[src/smc_pkg.sv]
package smc_pkg;

    // Fixed field widths
    localparam int unsigned VOLT_W  = 16;
    localparam int unsigned CUR_W   = 24;
    localparam int unsigned RANGE_W = 3;
    localparam int unsigned TEMP_W  = 8;
    localparam int unsigned RES_W   = 20;

    // Ring sum covers up to sixteen 16-bit samples
    localparam int unsigned SUM_W = 20;

    // Scaled average (average * 1000) and the divider quotient
    localparam int unsigned DIV_W = 26;

    localparam logic [VOLT_W-1:0] VOLT_ERROR       = 16'hFFFF;
    localparam logic [TEMP_W-1:0] TEMP_ERROR       = 8'h7F;
    localparam logic [9:0]        MV_TO_UV         = 10'd1000;
    localparam logic [RES_W-1:0]  RESISTANCE_RESET = 20'd998000;

    // One classified measurement set on its way to the back end
    typedef struct packed {
        logic               has_sample;
        logic [SUM_W-1:0]   sum;
        logic [CUR_W-1:0]   load;
        logic [RANGE_W-1:0] range;
        logic [VOLT_W-1:0]  supply;
        logic [TEMP_W-1:0]  temp_code;
    } smc_entry_t;

endpackage

[src/smc_front.sv]
module smc_front
    import smc_pkg::*;
#(
    parameter int unsigned AVERAGE_DEPTH = 10
)
(
    input  logic               clk,
    input  logic               rst_n,
    input  logic               take,
    input  logic [VOLT_W-1:0]  vout_sample_mv,
    input  logic               vout_sample_valid,
    input  logic [CUR_W-1:0]   load_current_ua,
    input  logic [RANGE_W-1:0] sensor_range,
    input  logic [VOLT_W-1:0]  supply_sample_mv,
    input  logic               supply_sample_valid,
    input  logic [TEMP_W-1:0]  temperature_c,
    input  logic               temperature_valid,
    output smc_entry_t         entry
);

    localparam int unsigned IDX_W = (AVERAGE_DEPTH > 1) ? $clog2(AVERAGE_DEPTH) : 1;
    localparam logic [IDX_W-1:0] LAST_IDX = IDX_W'(AVERAGE_DEPTH - 1);

    logic [VOLT_W-1:0] ring_reg [AVERAGE_DEPTH];
    logic [IDX_W-1:0]  widx_reg;
    logic [IDX_W-1:0]  widx_next;
    logic [SUM_W-1:0]  sum_reg;
    logic [SUM_W-1:0]  sum_next;
    logic [TEMP_W-1:0] temp_mag;
    logic [TEMP_W-1:0] temp_code;

    // Swap the oldest sample for the new one in the running sum
    always_comb
    begin
        sum_next  = sum_reg - SUM_W'(ring_reg[widx_reg]) + SUM_W'(vout_sample_mv);
        widx_next = (widx_reg == LAST_IDX) ? '0 : widx_reg + 1'b1;
    end

    // Encode temperature as sign-magnitude; minus 128 has no 7-bit magnitude
    always_comb
    begin
        temp_mag = 8'd0 - temperature_c;
        if (!temperature_valid)
        begin
            temp_code = TEMP_ERROR;
        end
        else if (temperature_c[7])
        begin
            temp_code = temp_mag[7] ? TEMP_ERROR : {1'b1, temp_mag[6:0]};
        end
        else
        begin
            temp_code = temperature_c;
        end
    end

    // Build the queue entry
    always_comb
    begin
        entry.has_sample = vout_sample_valid;
        entry.sum        = sum_next;
        entry.load       = load_current_ua;
        entry.range      = sensor_range;
        entry.supply     = supply_sample_valid ? supply_sample_mv : VOLT_ERROR;
        entry.temp_code  = temp_code;
    end

    // Advance the ring on every accepted valid sample
    always_ff @(posedge clk or negedge rst_n)
    begin
        if (!rst_n)
        begin
            widx_reg <= '0;
            sum_reg  <= '0;
            for (int i = 0; i < AVERAGE_DEPTH; i++)
            begin
                ring_reg[i] <= '0;
            end
        end
        else if (take && vout_sample_valid)
        begin
            widx_reg           <= widx_next;
            sum_reg            <= sum_next;
            ring_reg[widx_reg] <= vout_sample_mv;
        end
    end

endmodule

[src/smc_queue.sv]
module smc_queue
    import smc_pkg::*;
(
    input  logic       clk,
    input  logic       rst_n,
    input  logic       wr_en,
    input  smc_entry_t wr_data,
    output logic       full,
    input  logic       rd_en,
    output smc_entry_t rd_data,
    output logic       empty
);

    smc_entry_t slot_reg [2];
    logic       wptr_reg;
    logic       rptr_reg;
    logic [1:0] count_reg;

    assign full    = (count_reg == 2'd2);
    assign empty   = (count_reg == 2'd0);
    assign rd_data = slot_reg[rptr_reg];

    // Hold the payload
    always_ff @(posedge clk)
    begin
        if (wr_en)
        begin
            slot_reg[wptr_reg] <= wr_data;
        end
    end

    // Advance pointers and track fill
    always_ff @(posedge clk or negedge rst_n)
    begin
        if (!rst_n)
        begin
            wptr_reg  <= 1'b0;
            rptr_reg  <= 1'b0;
            count_reg <= 2'd0;
        end
        else
        begin
            if (wr_en)
            begin
                wptr_reg <= ~wptr_reg;
            end
            if (rd_en)
            begin
                rptr_reg <= ~rptr_reg;
            end
            count_reg <= count_reg + 2'(wr_en) - 2'(rd_en);
        end
    end

endmodule

[src/smc_back.sv]
module smc_back
    import smc_pkg::*;
#(
    parameter int unsigned AVERAGE_DEPTH = 10
)
(
    input  logic               clk,
    input  logic               rst_n,
    input  logic [RES_W-1:0]   resistance,
    input  logic               q_empty,
    input  smc_entry_t         q_data,
    output logic               q_pop,
    output logic               empty,
    input  logic               pop,
    output logic [VOLT_W-1:0]  vout_average_mv,
    output logic [CUR_W-1:0]   corrected_current_ua,
    output logic [RANGE_W-1:0] range_out,
    output logic [VOLT_W-1:0]  supply_out_mv,
    output logic [TEMP_W-1:0]  temperature_code
);

    // Mean by reciprocal multiply: exact for every sum below 2**SUM_W
    localparam int unsigned SHIFT   = SUM_W + 5;
    localparam int unsigned RECIP_W = SHIFT + 1;
    localparam int unsigned PROD_W  = SUM_W + RECIP_W;
    localparam logic [RECIP_W-1:0] RECIP =
        RECIP_W'(((64'd1 << SHIFT) + AVERAGE_DEPTH - 1) / AVERAGE_DEPTH);
    localparam int unsigned CNT_W = $clog2(DIV_W);
    localparam logic [CNT_W-1:0] LAST_STEP = CNT_W'(DIV_W - 1);

    typedef enum logic [4:0] {
        ST_IDLE  = 5'b00001,
        ST_MUL   = 5'b00010,
        ST_SCALE = 5'b00100,
        ST_DIV   = 5'b01000,
        ST_OUT   = 5'b10000
    } state_t;

    state_t             state_reg;
    smc_entry_t         work_reg;
    logic [PROD_W-1:0]  prod_reg;
    logic [VOLT_W-1:0]  avg_reg;
    logic [VOLT_W-1:0]  avg_next;
    logic [RES_W-1:0]   res_reg;
    logic [RES_W-1:0]   rem_reg;
    logic [DIV_W-1:0]   quo_reg;
    logic [CNT_W-1:0]   cnt_reg;
    logic [RES_W:0]     rem_shift;
    logic               rem_ge;
    logic [DIV_W-1:0]   divider_ua;
    logic [CUR_W-1:0]   corrected;
    logic               out_valid_reg;
    logic               out_free;
    logic [VOLT_W-1:0]  avg_out_reg;
    logic [CUR_W-1:0]   cur_out_reg;
    logic [RANGE_W-1:0] range_out_reg;
    logic [VOLT_W-1:0]  supply_out_reg;
    logic [TEMP_W-1:0]  temp_out_reg;

    assign q_pop    = (state_reg == ST_IDLE) && !q_empty;
    assign out_free = !out_valid_reg || pop;
    assign avg_next = work_reg.has_sample ? prod_reg[SHIFT +: VOLT_W] : avg_reg;

    // One restoring divide step
    always_comb
    begin
        rem_shift = {rem_reg, quo_reg[DIV_W-1]};
        rem_ge    = (rem_shift >= {1'b0, res_reg});
    end

    // Floor the corrected current at zero; zero resistance means no correction
    always_comb
    begin
        divider_ua = (res_reg == '0) ? '0 : quo_reg;
        if ({{(DIV_W-CUR_W){1'b0}}, work_reg.load} > divider_ua)
        begin
            corrected = work_reg.load - divider_ua[CUR_W-1:0];
        end
        else
        begin
            corrected = '0;
        end
    end

    // Sequence one item: mean, scale, divide, deliver
    always_ff @(posedge clk or negedge rst_n)
    begin
        if (!rst_n)
        begin
            state_reg     <= ST_IDLE;
            avg_reg       <= VOLT_ERROR;
            out_valid_reg <= 1'b0;
        end
        else
        begin
            // Raise on a delivered beat, drop on a pop
            if ((state_reg == ST_OUT) && out_free)
            begin
                out_valid_reg <= 1'b1;
            end
            else if (pop && out_valid_reg)
            begin
                out_valid_reg <= 1'b0;
            end
            case (state_reg)
                ST_IDLE:
                begin
                    if (!q_empty)
                    begin
                        state_reg <= ST_MUL;
                    end
                end
                ST_MUL:
                begin
                    state_reg <= ST_SCALE;
                end
                ST_SCALE:
                begin
                    avg_reg   <= avg_next;
                    state_reg <= ST_DIV;
                end
                ST_DIV:
                begin
                    if (cnt_reg == LAST_STEP)
                    begin
                        state_reg <= ST_OUT;
                    end
                end
                ST_OUT:
                begin
                    if (out_free)
                    begin
                        state_reg <= ST_IDLE;
                    end
                end
                default:
                begin
                    state_reg <= ST_IDLE;
                end
            endcase
        end
    end

    // Datapath registers
    always_ff @(posedge clk)
    begin
        case (state_reg)
            ST_IDLE:
            begin
                work_reg <= q_data;
                res_reg  <= resistance;
            end
            ST_MUL:
            begin
                prod_reg <= PROD_W'(work_reg.sum) * PROD_W'(RECIP);
            end
            ST_SCALE:
            begin
                quo_reg <= DIV_W'(avg_next) * DIV_W'(MV_TO_UV);
                rem_reg <= '0;
                cnt_reg <= '0;
            end
            ST_DIV:
            begin
                rem_reg <= rem_ge ? RES_W'(rem_shift - {1'b0, res_reg})
                                  : rem_shift[RES_W-1:0];
                quo_reg <= {quo_reg[DIV_W-2:0], rem_ge};
                cnt_reg <= cnt_reg + 1'b1;
            end
            ST_OUT:
            begin
                if (out_free)
                begin
                    avg_out_reg    <= avg_reg;
                    cur_out_reg    <= corrected;
                    range_out_reg  <= work_reg.range;
                    supply_out_reg <= work_reg.supply;
                    temp_out_reg   <= work_reg.temp_code;
                end
            end
            default:
            begin
            end
        endcase
    end

    assign empty                = !out_valid_reg;
    assign vout_average_mv      = avg_out_reg;
    assign corrected_current_ua = cur_out_reg;
    assign range_out            = range_out_reg;
    assign supply_out_mv        = supply_out_reg;
    assign temperature_code     = temp_out_reg;

endmodule

[src/supply_measurement_conditioner.sv]
// Supply measurement conditioner. Each pushed beat is one measurement set and
// yields one result beat, in order. A valid output-voltage sample enters a ring
// of AVERAGE_DEPTH entries (cleared at reset); the reported average is the
// truncated mean of the whole ring and reads 0xFFFF until the first valid
// sample. The load current is reduced by average * 1000 / divider resistance
// and floored at zero; a resistance of zero disables the correction. Supply
// reads 0xFFFF when invalid; temperature is sign-magnitude, 0x7F on error or
// for -128. The back end takes one item at a time through the 26-step
// restoring divider; a two-entry queue lets the front keep accepting beats
// meanwhile. Write the resistance only while the block is idle.
module supply_measurement_conditioner
    import smc_pkg::*;
#(
    parameter int unsigned AVERAGE_DEPTH = 10
)
(
    input  logic               clk,
    input  logic               rst_n,
    input  logic               cfg_valid,
    output logic               cfg_ready,
    input  logic [RES_W-1:0]   cfg_data,
    input  logic               push,
    output logic               full,
    input  logic [VOLT_W-1:0]  vout_sample_mv,
    input  logic               vout_sample_valid,
    input  logic [CUR_W-1:0]   load_current_ua,
    input  logic [RANGE_W-1:0] sensor_range,
    input  logic [VOLT_W-1:0]  supply_sample_mv,
    input  logic               supply_sample_valid,
    input  logic [TEMP_W-1:0]  temperature_c,
    input  logic               temperature_valid,
    output logic               empty,
    input  logic               pop,
    output logic [VOLT_W-1:0]  vout_average_mv,
    output logic [CUR_W-1:0]   corrected_current_ua,
    output logic [RANGE_W-1:0] range_out,
    output logic [VOLT_W-1:0]  supply_out_mv,
    output logic [TEMP_W-1:0]  temperature_code
);

    logic [RES_W-1:0] res_reg;
    logic             take;
    smc_entry_t       front_entry;
    smc_entry_t       q_data;
    logic             q_empty;
    logic             q_pop;

    assign cfg_ready = 1'b1;
    assign take      = push && !full;

    // Hold the divider resistance
    always_ff @(posedge clk or negedge rst_n)
    begin
        if (!rst_n)
        begin
            res_reg <= RESISTANCE_RESET;
        end
        else if (cfg_valid && cfg_ready)
        begin
            res_reg <= cfg_data;
        end
    end

    smc_front #(
        .AVERAGE_DEPTH (AVERAGE_DEPTH)
    ) u_front (
        .clk                 (clk),
        .rst_n               (rst_n),
        .take                (take),
        .vout_sample_mv      (vout_sample_mv),
        .vout_sample_valid   (vout_sample_valid),
        .load_current_ua     (load_current_ua),
        .sensor_range        (sensor_range),
        .supply_sample_mv    (supply_sample_mv),
        .supply_sample_valid (supply_sample_valid),
        .temperature_c       (temperature_c),
        .temperature_valid   (temperature_valid),
        .entry               (front_entry)
    );

    smc_queue u_queue (
        .clk     (clk),
        .rst_n   (rst_n),
        .wr_en   (take),
        .wr_data (front_entry),
        .full    (full),
        .rd_en   (q_pop),
        .rd_data (q_data),
        .empty   (q_empty)
    );

    smc_back #(
        .AVERAGE_DEPTH (AVERAGE_DEPTH)
    ) u_back (
        .clk                  (clk),
        .rst_n                (rst_n),
        .resistance           (res_reg),
        .q_empty              (q_empty),
        .q_data               (q_data),
        .q_pop                (q_pop),
        .empty                (empty),
        .pop                  (pop),
        .vout_average_mv      (vout_average_mv),
        .corrected_current_ua (corrected_current_ua),
        .range_out            (range_out),
        .supply_out_mv        (supply_out_mv),
        .temperature_code     (temperature_code)
    );

endmodule

[config.mk]
export PLATFORM = sky130hd
export DESIGN_NAME = supply_measurement_conditioner
export DESIGN_NICKNAME = d
export VERILOG_FILES = /design/src/smc_pkg.sv /design/src/smc_front.sv /design/src/smc_queue.sv /design/src/smc_back.sv /design/src/supply_measurement_conditioner.sv
export SDC_FILE = /design/constraint.sdc
export NUM_CORES = 1
export LEC_CHECK = 0
export BUFFER_PORTS_ARGS = -buffer_cell sky130_fd_sc_hd__buf_2
export CAP_MARGIN = 40
export CORE_MARGIN = 3
export CORE_UTILIZATION = 37
export CTS_CLUSTER_DIAMETER = 150
export DETAILED_ROUTE_END_ITERATION = 10
export GPL_TIMING_DRIVEN = 1
export MAX_ROUTING_LAYER = met4
export PLACE_DENSITY = 0.58
export SLEW_MARGIN = 0
export SYNTH_ARGS = -nofsm -noshare
export SYNTH_HDL_FRONTEND = slang
export SYNTH_SLANG_ARGS = --single-unit
[constraint.sdc]
create_clock -name clk -period 12.97 [get_ports clk]
set_clock_uncertainty 0.1 [all_clocks]
set_input_delay 1.297 -clock clk [delete_from_list [all_inputs] [get_ports clk]]
set_output_delay 1.297 -clock clk [all_outputs]
set_load 0.02 [all_outputs]
==> impl_metrics.tcl, run 1 <==
set metrics [dict create \
    routed.top_layer "met4" \
    worst_pin_slew_ns 0.838 \
    synth_edf_count 370 \
    antenna_found_initial 2 \
    cts_hold_buf 0 \
    grt_max_degree 104 \
    cts_root_buf "clkbuf_16" \
    slew_headroom_pct 44.2 \
    syn-instance-count 2818 \
    ios 165 \
    crit_fanout 7 \
    synthDistinctLibCells 75 \
    synthFlopType "edfxtp_1" \
    start_util_pct 37.6 \
    ant_nets 0 \
    hold_path.class "reg -> reg" \
    routedLengthMet1_um 38200 \
    synth_area_um2 36100 \
    wl_met3_um 2800 \
    ys_ff_latch 600 \
    drcViolationCount 0 \
    hold_viol 0 \
    layout_common_cells "370 x edfxtp_1, 330 x inv_1, 320 x ha_1, 249 x mux2_2, 201 x fa_1" \
    setup_tns_ns 0 \
    max_freq_mhz 150 \
    dieArea_um2 101000 \
    register_area_um2 16900 \
    drt-total-wl_um 79700 \
    fillers 8924 \
    routed_via_density 4.97 \
    drive_above_1_share_pct 21.0 \
    vias 21500 \
    drv_cap 0 \
    fin_nets 3627 \
    die_h_um 318 \
    cp_slowest_stage_delay_ns 0.55 \
    first_pass_iters 5 \
    gp_congestion 0.880 \
    path_cells "ha_1, xor2_1, ha_1, fa_1, fa_1, fa_1, fa_1, ha_1, ha_1, a21oi_1, o21ai_0, or3_1, a211o_1, a31oi_1, o211ai_1, a31oi_1, o21bai_1, xor2_1" \
    outcome "finished clean" \
    crit_path_top_delay_cell "fa_1" \
    slew_viol_final 0 \
    grt_pass1_vias 22600 \
    final_common_cell "edfxtp_1" \
    syn2layout_area_growth_pct 13.3 \
    avgSynthCellArea_um2 12.8 \
    setup_viol 0 \
    worstSetupStartpointType "register" \
    critPathArrivalTime_ns 6.92 \
    crit_type "reg -> reg" \
    clkSlewWorstSetupHoldPaths_ns 0.06 \
    rsz0062_at_grt "no" \
    ys_seq_area_share_pct 46.9 \
    multi_input_area_um2 17600 \
    grt_pass1_wl_um 129000 \
    post_cts_buffers 0 \
    ys_async_sr_fraction_pct 38.3 \
    worstPathRequired_ns 13.22 \
    dieWidth_um 318 \
    dp_hpwl_um 58700 \
    dr_wl_met2_um 37400 \
    core_area_um2 95900 \
    port_buffers 163 \
    syn_nets 3434 \
    largest_reg_flops 160 \
    min_period_ns 6.68 \
    endpoint_kind "register" \
    rows 113 \
    cts_buffers 68 \
    cts_tree "done" \
    cts_resized 0 \
    clkLatencyLatePin_ns 0.63 \
    cts_sinks 600 \
    grtUsageTotal_pct 16.4 \
    cts_max_path_buffers 3 \
    ys_warn_count 0 \
    drtIter0Drc 1248 \
    finalCritPeriodShare_pct 51.5 \
    hold_slack_ns 0.321 \
    drt-wirelength-per-cell_um 18.4 \
    htree_levels 3 \
    grt_overflow_total 0 \
]
critical path: cells and delay by family, from the launching register on:
family,cells,cell delay [ns]
compound gates,7,1.48
flops,1,0.53
fa+ha+maj,8,3.49
simple gates,1,0.32
xor+xnor,2,0.49
layout make-up:
class / count / area share (%)
Antenna cell: 1 / 0.00612
Clock buffer: 88 / 4.54
Multi-Input combinational cell: 1812 / 43.2
Inverter: 331 / 3.05
Clock inverter: 37 / 1.00
Timing Repair Buffer: 198 / 2.96
Tap cell: 1265 / 3.87
Sequential cell: 600 / 41.4
synthesized netlist by cell type (11+ instances only):
cell type  number  share of area [%]
edfxtp_1      370                 31
inv_1         331                3.4
ha_1          320                 11
mux2_2        249                7.8
dfrtp_1       202                 14
fa_1          201                 11
nand2_1       148                1.5
o21ai_0       138                1.9
a21oi_1        96                1.3
nor2_1         86               0.90
xnor2_1        54                1.3
xor2_1         54                1.3
clkbuf_1       53               0.55
nor3_1         49               0.68
a21o_1         40               0.83
nand2b_1       38               0.66
nand3_1        33               0.46
mux4_2         32                2.0
dfstp_2        28                2.0
mux2i_1        23               0.64
nor2b_1        23               0.40
o21a_1         23               0.48
nand4_1        20               0.35
a22oi_1        17               0.35
o31ai_1        17               0.35
and2_1         16               0.28
and3_1         12               0.21
a211oi_1       11               0.23
o21bai_1       11               0.23
kinds of logic (layout without fill, tap and decap cells):
logic type	count (synthesis)	after routing	share of synthesized area, %
other cells	1	2	0.0104
mux	304	304	10.4
simple gates	470	470	6.40
buf+inv	406	654	4.30
flops	600	600	46.9
fa+ha+maj	521	521	22.3
compound gates	408	408	7.13
xor+xnor	108	108	2.62
per-layer routing:
metal | up-vias | GRT usage, %
met5 | - | -
met4 | 0 | 3.27
met3 | 86 | 2.42
met2 | 310 | 25.9
met1 | 10800 | 22.7
li1 | 10400 | -
per-stage QoR:
step / cells / utilization, % / worst slack [ns] / instance area [um2]
after CTS: 4331 / 42.6 / 6.28 / 40900
after global routing: 4332 / 42.6 / 5.92 / 40900
after detailed placement: 4206 / 40.3 / 6.30 / 38600
after global placement: 4200 / 40.1 / 6.38 / 38400
after floorplan: 2818 / - / 6.84 / 36100
final: 4332 / 42.6 / 6.29 / 40900
worst paths after layout:
check,from,endpoint,slack [ns],cells after the start
worst max-delay path,u_back.work_reg[54],u_back.prod_reg[35],6.29,18
worst min-delay path,u_back.work_reg[19],u_back.supply_out_mv[11],0.32,0
worst max register to register,u_back.work_reg[54],u_back.prod_reg[35],6.29,18
worst min register to register,u_back.work_reg[19],u_back.supply_out_mv[11],0.32,0
max in group asynchronous,rst_n,u_queue.rptr_reg,10.07,4
min in group asynchronous,rst_n,u_front.ring_reg[72],0.60,1
Power of run 1 is left out: the tool's default activity adds up to more than one toggle a clock period on the data nets, which glitch-free logic cannot reach.
==> inputs of run 2 (changes only) <==
==> constraint.sdc (replaced) <==
create_clock -name clk -period 6.5 [get_ports clk]
set_clock_uncertainty 0.1 [all_clocks]
set_input_delay 0.65 -clock clk [delete_from_list [all_inputs] [get_ports clk]]
set_output_delay 0.65 -clock clk [all_outputs]
set_load 0.02 [all_outputs]
==> impl_metrics.tcl, run 2 (synthesis gave the netlist of run 1 again) <==
set metrics [dict create \
    die_h_um 318 \
    final_cells 4370 \
    drt-wirelength-per-cell_um 17.9 \
    slew_viol_final 0 \
    ant_nets 0 \
    start_util_pct 37.6 \
    grt_pass1_vias 22300 \
    min_period_ns 6.32 \
    grt_pass1_wl_um 126000 \
    max_freq_mhz 158 \
    outcome "finished clean" \
    drt-total-wl_um 78300 \
    dp.cells 4234 \
    core_area_um2 95900 \
    grt_overflow_total 0 \
    final_common_cell "edfxtp_1" \
    antenna_found_initial 4 \
    first_pass_iters 5 \
    dp_hpwl_um 59300 \
    ios 165 \
    hp-start "pop" \
    gp_congestion 0.897 \
    rr_startpoint "u_back.work_reg[53]" \
    setup_viol 0 \
    htree_levels 3 \
    worstSetupStartpointType "register" \
    finalCritPeriodShare_pct 97.2 \
    slew_headroom_pct 41.3 \
    layout_common_cells "370 x edfxtp_1, 330 x inv_1, 310 x ha_1, 249 x mux2_2, 201 x fa_1" \
    cts_sinks 600 \
    vias 21500 \
    crit_fanout 5 \
    cts_max_path_buffers 3 \
    drv_cap 0 \
    dieArea_um2 101000 \
    dieWidth_um 318 \
    worstPathRequired_ns 6.76 \
    syn2layout_area_growth_pct 14.2 \
    grt_max_degree 119 \
    place_area_um2 38700 \
    critPathArrivalTime_ns 6.58 \
    cts_root_buf "clkbuf_16" \
    hold_path.class "in -> reg" \
    fin_nets 3666 \
    cts_buffers 67 \
    stdcell_area_um2 41200 \
    startpoint "u_back.work_reg[53]" \
    routed_via_density 4.92 \
    drive_above_1_share_pct 22.2 \
    cts_tree "done" \
    clkLatencyLatePin_ns 0.63 \
    worst_pin_slew_ns 0.880 \
    drtIter0Drc 1131 \
    hold_viol 0 \
    endpoint_kind "register" \
    largest_reg_flops 160 \
    crit_type "reg -> reg" \
    port_buffers 163 \
    clkSlewWorstSetupHoldPaths_ns 0.06 \
    rows 113 \
    drcViolationCount 0 \
    grtUsageTotal_pct 16.0 \
]
[run 2: cell count changes in the layout (fill, tap and decap cells not counted), moves of 6 or more]
| cell | previous run | this run |
|---|---|---|
| clkbuf_1 | 12 | 18 |
| clkbuf_8 | 8 | 2 |
| buf_4 | 29 | 69 |
| ha_1 | 320 | 310 |
[run 2: final cells by class]
cell class / count / area [um2]
Antenna cell: 3 / 7.51
Clock buffer: 89 / 1820
Clock inverter: 32 / 404
Fill cell: 8966 / 54700
Inverter: 331 / 1240
Multi-Input combinational cell: 1812 / 17800
Sequential cell: 600 / 16900
Tap cell: 1265 / 1580
Timing Repair Buffer: 238 / 1460
[run 2: routing by layer]
layer | wire, um | track usage (%)
met5 | 0 | -
met4 | 1380 | 3.45
met3 | 2610 | 2.44
met2 | 37300 | 25.7
met1 | 37000 | 21.6
[run 2: worst paths after layout]
kind	depth (start not counted)	end	slack, ns
max	20	u_back.prod_reg[39]	0.18
min	2	u_back.out_valid_reg	0.12
max reg2reg	20	u_back.prod_reg[39]	0.18
min reg2reg	0	u_back.supply_out_mv[13]	0.30
max in group asynchronous	3	u_queue.rptr_reg	4.46
min in group asynchronous	2	u_front.ring_reg[56]	0.56
[run 2: worst max-delay path: stages (launching register included)]
cell	delay, ns
edfxtp_1	0.50
buf_4	0.20
ha_4	0.27
xor2_2	0.19
ha_1	0.28
fa_1	0.61
fa_1	0.46
fa_1	0.51
fa_1	0.49
ha_1	0.31
ha_1	0.34
a21oi_1	0.14
o21ai_0	0.14
or3_1	0.32
a211o_1	0.29
nand2_1	0.11
o211ai_1	0.09
buf_4	0.16
a311o_1	0.29
a21oi_1	0.18
xnor2_1	0.08
[run 2: metrics by stage]
step                      utilization [%]  hold WS, ns  setup slack (ns)  setup TNS [ns]
after floorplan                         -        0.254             0.373               0
after global placement               40.3        0.301            0.0835               0
after detailed placement             40.4        0.305            0.0603               0
after CTS                            42.8       0.0773            0.0336               0
after global routing                 43.0       0.0835           -0.0146         -0.0148
final                                43.0        0.120             0.179               0
[run 2: what timing repair did]
| item | in CTS | in global routing |
|---|---|---|
| hold endpoints to repair | 9 | 0 |
| endpoints found under the setup margin | 0 | 8 |
| gates resized for setup | 0 | 15 |
| hold buffers | 1 | 0 |
| buffers inserted | 0 | 11 |
Power of run 2 is left out for the same reason.
==> inputs of run 3 (changes only) <==
--- a/config.mk
+++ b/config.mk
@@ -9,6 +9,7 @@
 export CAP_MARGIN = 40
 export CORE_MARGIN = 3
 export CORE_UTILIZATION = 37
+export CTS_BUF_LIST = sky130_fd_sc_hd__clkbuf_4 sky130_fd_sc_hd__clkbuf_8 sky130_fd_sc_hd__clkbuf_16
 export CTS_CLUSTER_DIAMETER = 150
 export DETAILED_ROUTE_END_ITERATION = 10
 export GPL_TIMING_DRIVEN = 1
==> impl_metrics.tcl, run 3 (synthesis gave the netlist of run 1 again) <==
set metrics [dict create \
    die_h_um 318 \
    drt-wirelength-per-cell_um 17.9 \
    endpoint_kind "register" \
    worst_pin_slew_ns 0.894 \
    grt_pass1_vias 22300 \
    clkSlewWorstSetupHoldPaths_ns 0.06 \
    cts_sinks 600 \
    slew_headroom_pct 40.4 \
    ios 165 \
    worstPathRequired_ns 6.76 \
    layout_common_cells "370 x edfxtp_1, 330 x inv_1, 310 x ha_1, 249 x mux2_2, 201 x fa_1" \
    rows 113 \
    clkLatencyLatePin_ns 0.63 \
    critPathArrivalTime_ns 6.58 \
    start_util_pct 37.6 \
    setup_tns_ns 0 \
    gp_congestion 0.897 \
    cts_root_buf "clkbuf_16" \
    hold_viol 0 \
    grt_overflow_total 0 \
    fillers 8954 \
    cts_tree "done" \
    antenna_found_initial 4 \
    crit_type "reg -> reg" \
    grtUsageTotal_pct 16.0 \
    drcViolationCount 0 \
    syn2layout_area_growth_pct 14.4 \
    core_area_um2 95900 \
    dp_hpwl_um 59300 \
    vias 21600 \
    drtIter0Drc 1107 \
    drive_above_1_share_pct 22.8 \
    htree_levels 3 \
    largest_reg_flops 160 \
    drt-total-wl_um 78300 \
    drv_cap 0 \
    setup_viol 0 \
    min_period_ns 6.32 \
    grt_max_degree 119 \
    ant_nets 0 \
    cts_buffers 67 \
    worstSetupStartpointType "register" \
    r2r_slack_ns 0.18 \
    grt_pass1_wl_um 125000 \
    crit_fanout 5 \
    fin_nets 3666 \
    dieArea_um2 101000 \
    outcome "finished clean" \
    first_pass_iters 5 \
    max_freq_mhz 158 \
    final_common_cell "edfxtp_1" \
    port_buffers 163 \
    hold_path.class "in -> reg" \
    finalCritPeriodShare_pct 97.3 \
    dieWidth_um 318 \
    cts_max_path_buffers 3 \
    routed_via_density 4.93 \
    slew_viol_final 0 \
]
-- run 3: cell counts in the layout (fill, tap and decap cells not counted) --
Identical to the previous run, type by type.
-- run 3: final timing paths --
kind / from / endpoint / cells after the start
max: u_back.work_reg[53] / u_back.prod_reg[39] / 20
min: pop / u_back.out_valid_reg / 2
max reg2reg: u_back.work_reg[53] / u_back.prod_reg[39] / 20
min reg2reg: u_back.work_reg[21] / u_back.supply_out_mv[13] / 0
max in group asynchronous: rst_n / u_queue.rptr_reg / 3
min in group asynchronous: rst_n / u_front.ring_reg[56] / 2
-- run 3: what timing repair did --
item                       4_1_cts  5_1_grt
hold buffers                     1        0
resized for setup                0       15
buffers inserted                 0       11
setup endpoints to repair        0        8
hold endpoints to repair         7        0
-- run 3: routing by layer --
| layer | GRT usage, % | wire length, um |
|---|---|---|
| met3 | 2.42 | 2510 |
| met4 | 3.39 | 1410 |
| met1 | 21.6 | 37100 |
| met2 | 25.7 | 37400 |
| met5 | - | 0 |
-- run 3: metrics by stage --
| stage | utilization [%] | hold slack [ns] | instances | area (um2) | setup slack (ns) |
|---|---|---|---|---|---|
| global placement | 40.3 | 0.301 | 4227 | 38600 | 0.0835 |
| finish | 43.0 | 0.122 | 4370 | 41200 | 0.178 |
| CTS | 42.8 | 0.0808 | 4356 | 41000 | 0.0322 |
| global route | 43.0 | 0.0871 | 4370 | 41200 | -0.0143 |
| detailed placement | 40.4 | 0.305 | 4234 | 38700 | 0.0603 |
| floorplan | - | 0.254 | 2818 | 36100 | 0.373 |
-- run 3: worst max-delay path, cell delays in order, from the launching register on --
cell and delay, ns:
edfxtp_1 0.50, buf_4 0.20, ha_4 0.27, xor2_2 0.19, ha_1 0.28, fa_1 0.61
fa_1 0.46, fa_1 0.51, fa_1 0.49, ha_1 0.31, ha_1 0.34, a21oi_1 0.14
o21ai_0 0.14, or3_1 0.32, a211o_1 0.29, nand2_1 0.11, o211ai_1 0.09, buf_4 0.16
a311o_1 0.29, a21oi_1 0.18, xnor2_1 0.08
-- run 3: cell type report --
| class | count | area [um2] | area share (%) |
|---|---|---|---|
| Antenna cell | 3 | 7.51 | 0.0182 |
| Clock inverter | 32 | 404 | 0.980 |
| Sequential cell | 600 | 16900 | 41.0 |
| Timing Repair Buffer | 238 | 1460 | 3.53 |
| Clock buffer | 89 | 1890 | 4.58 |
| Tap cell | 1265 | 1580 | 3.84 |
| Inverter | 331 | 1240 | 3.02 |
| Multi-Input combinational cell | 1812 | 17800 | 43.0 |
Power of run 3 is left out for the same reason.
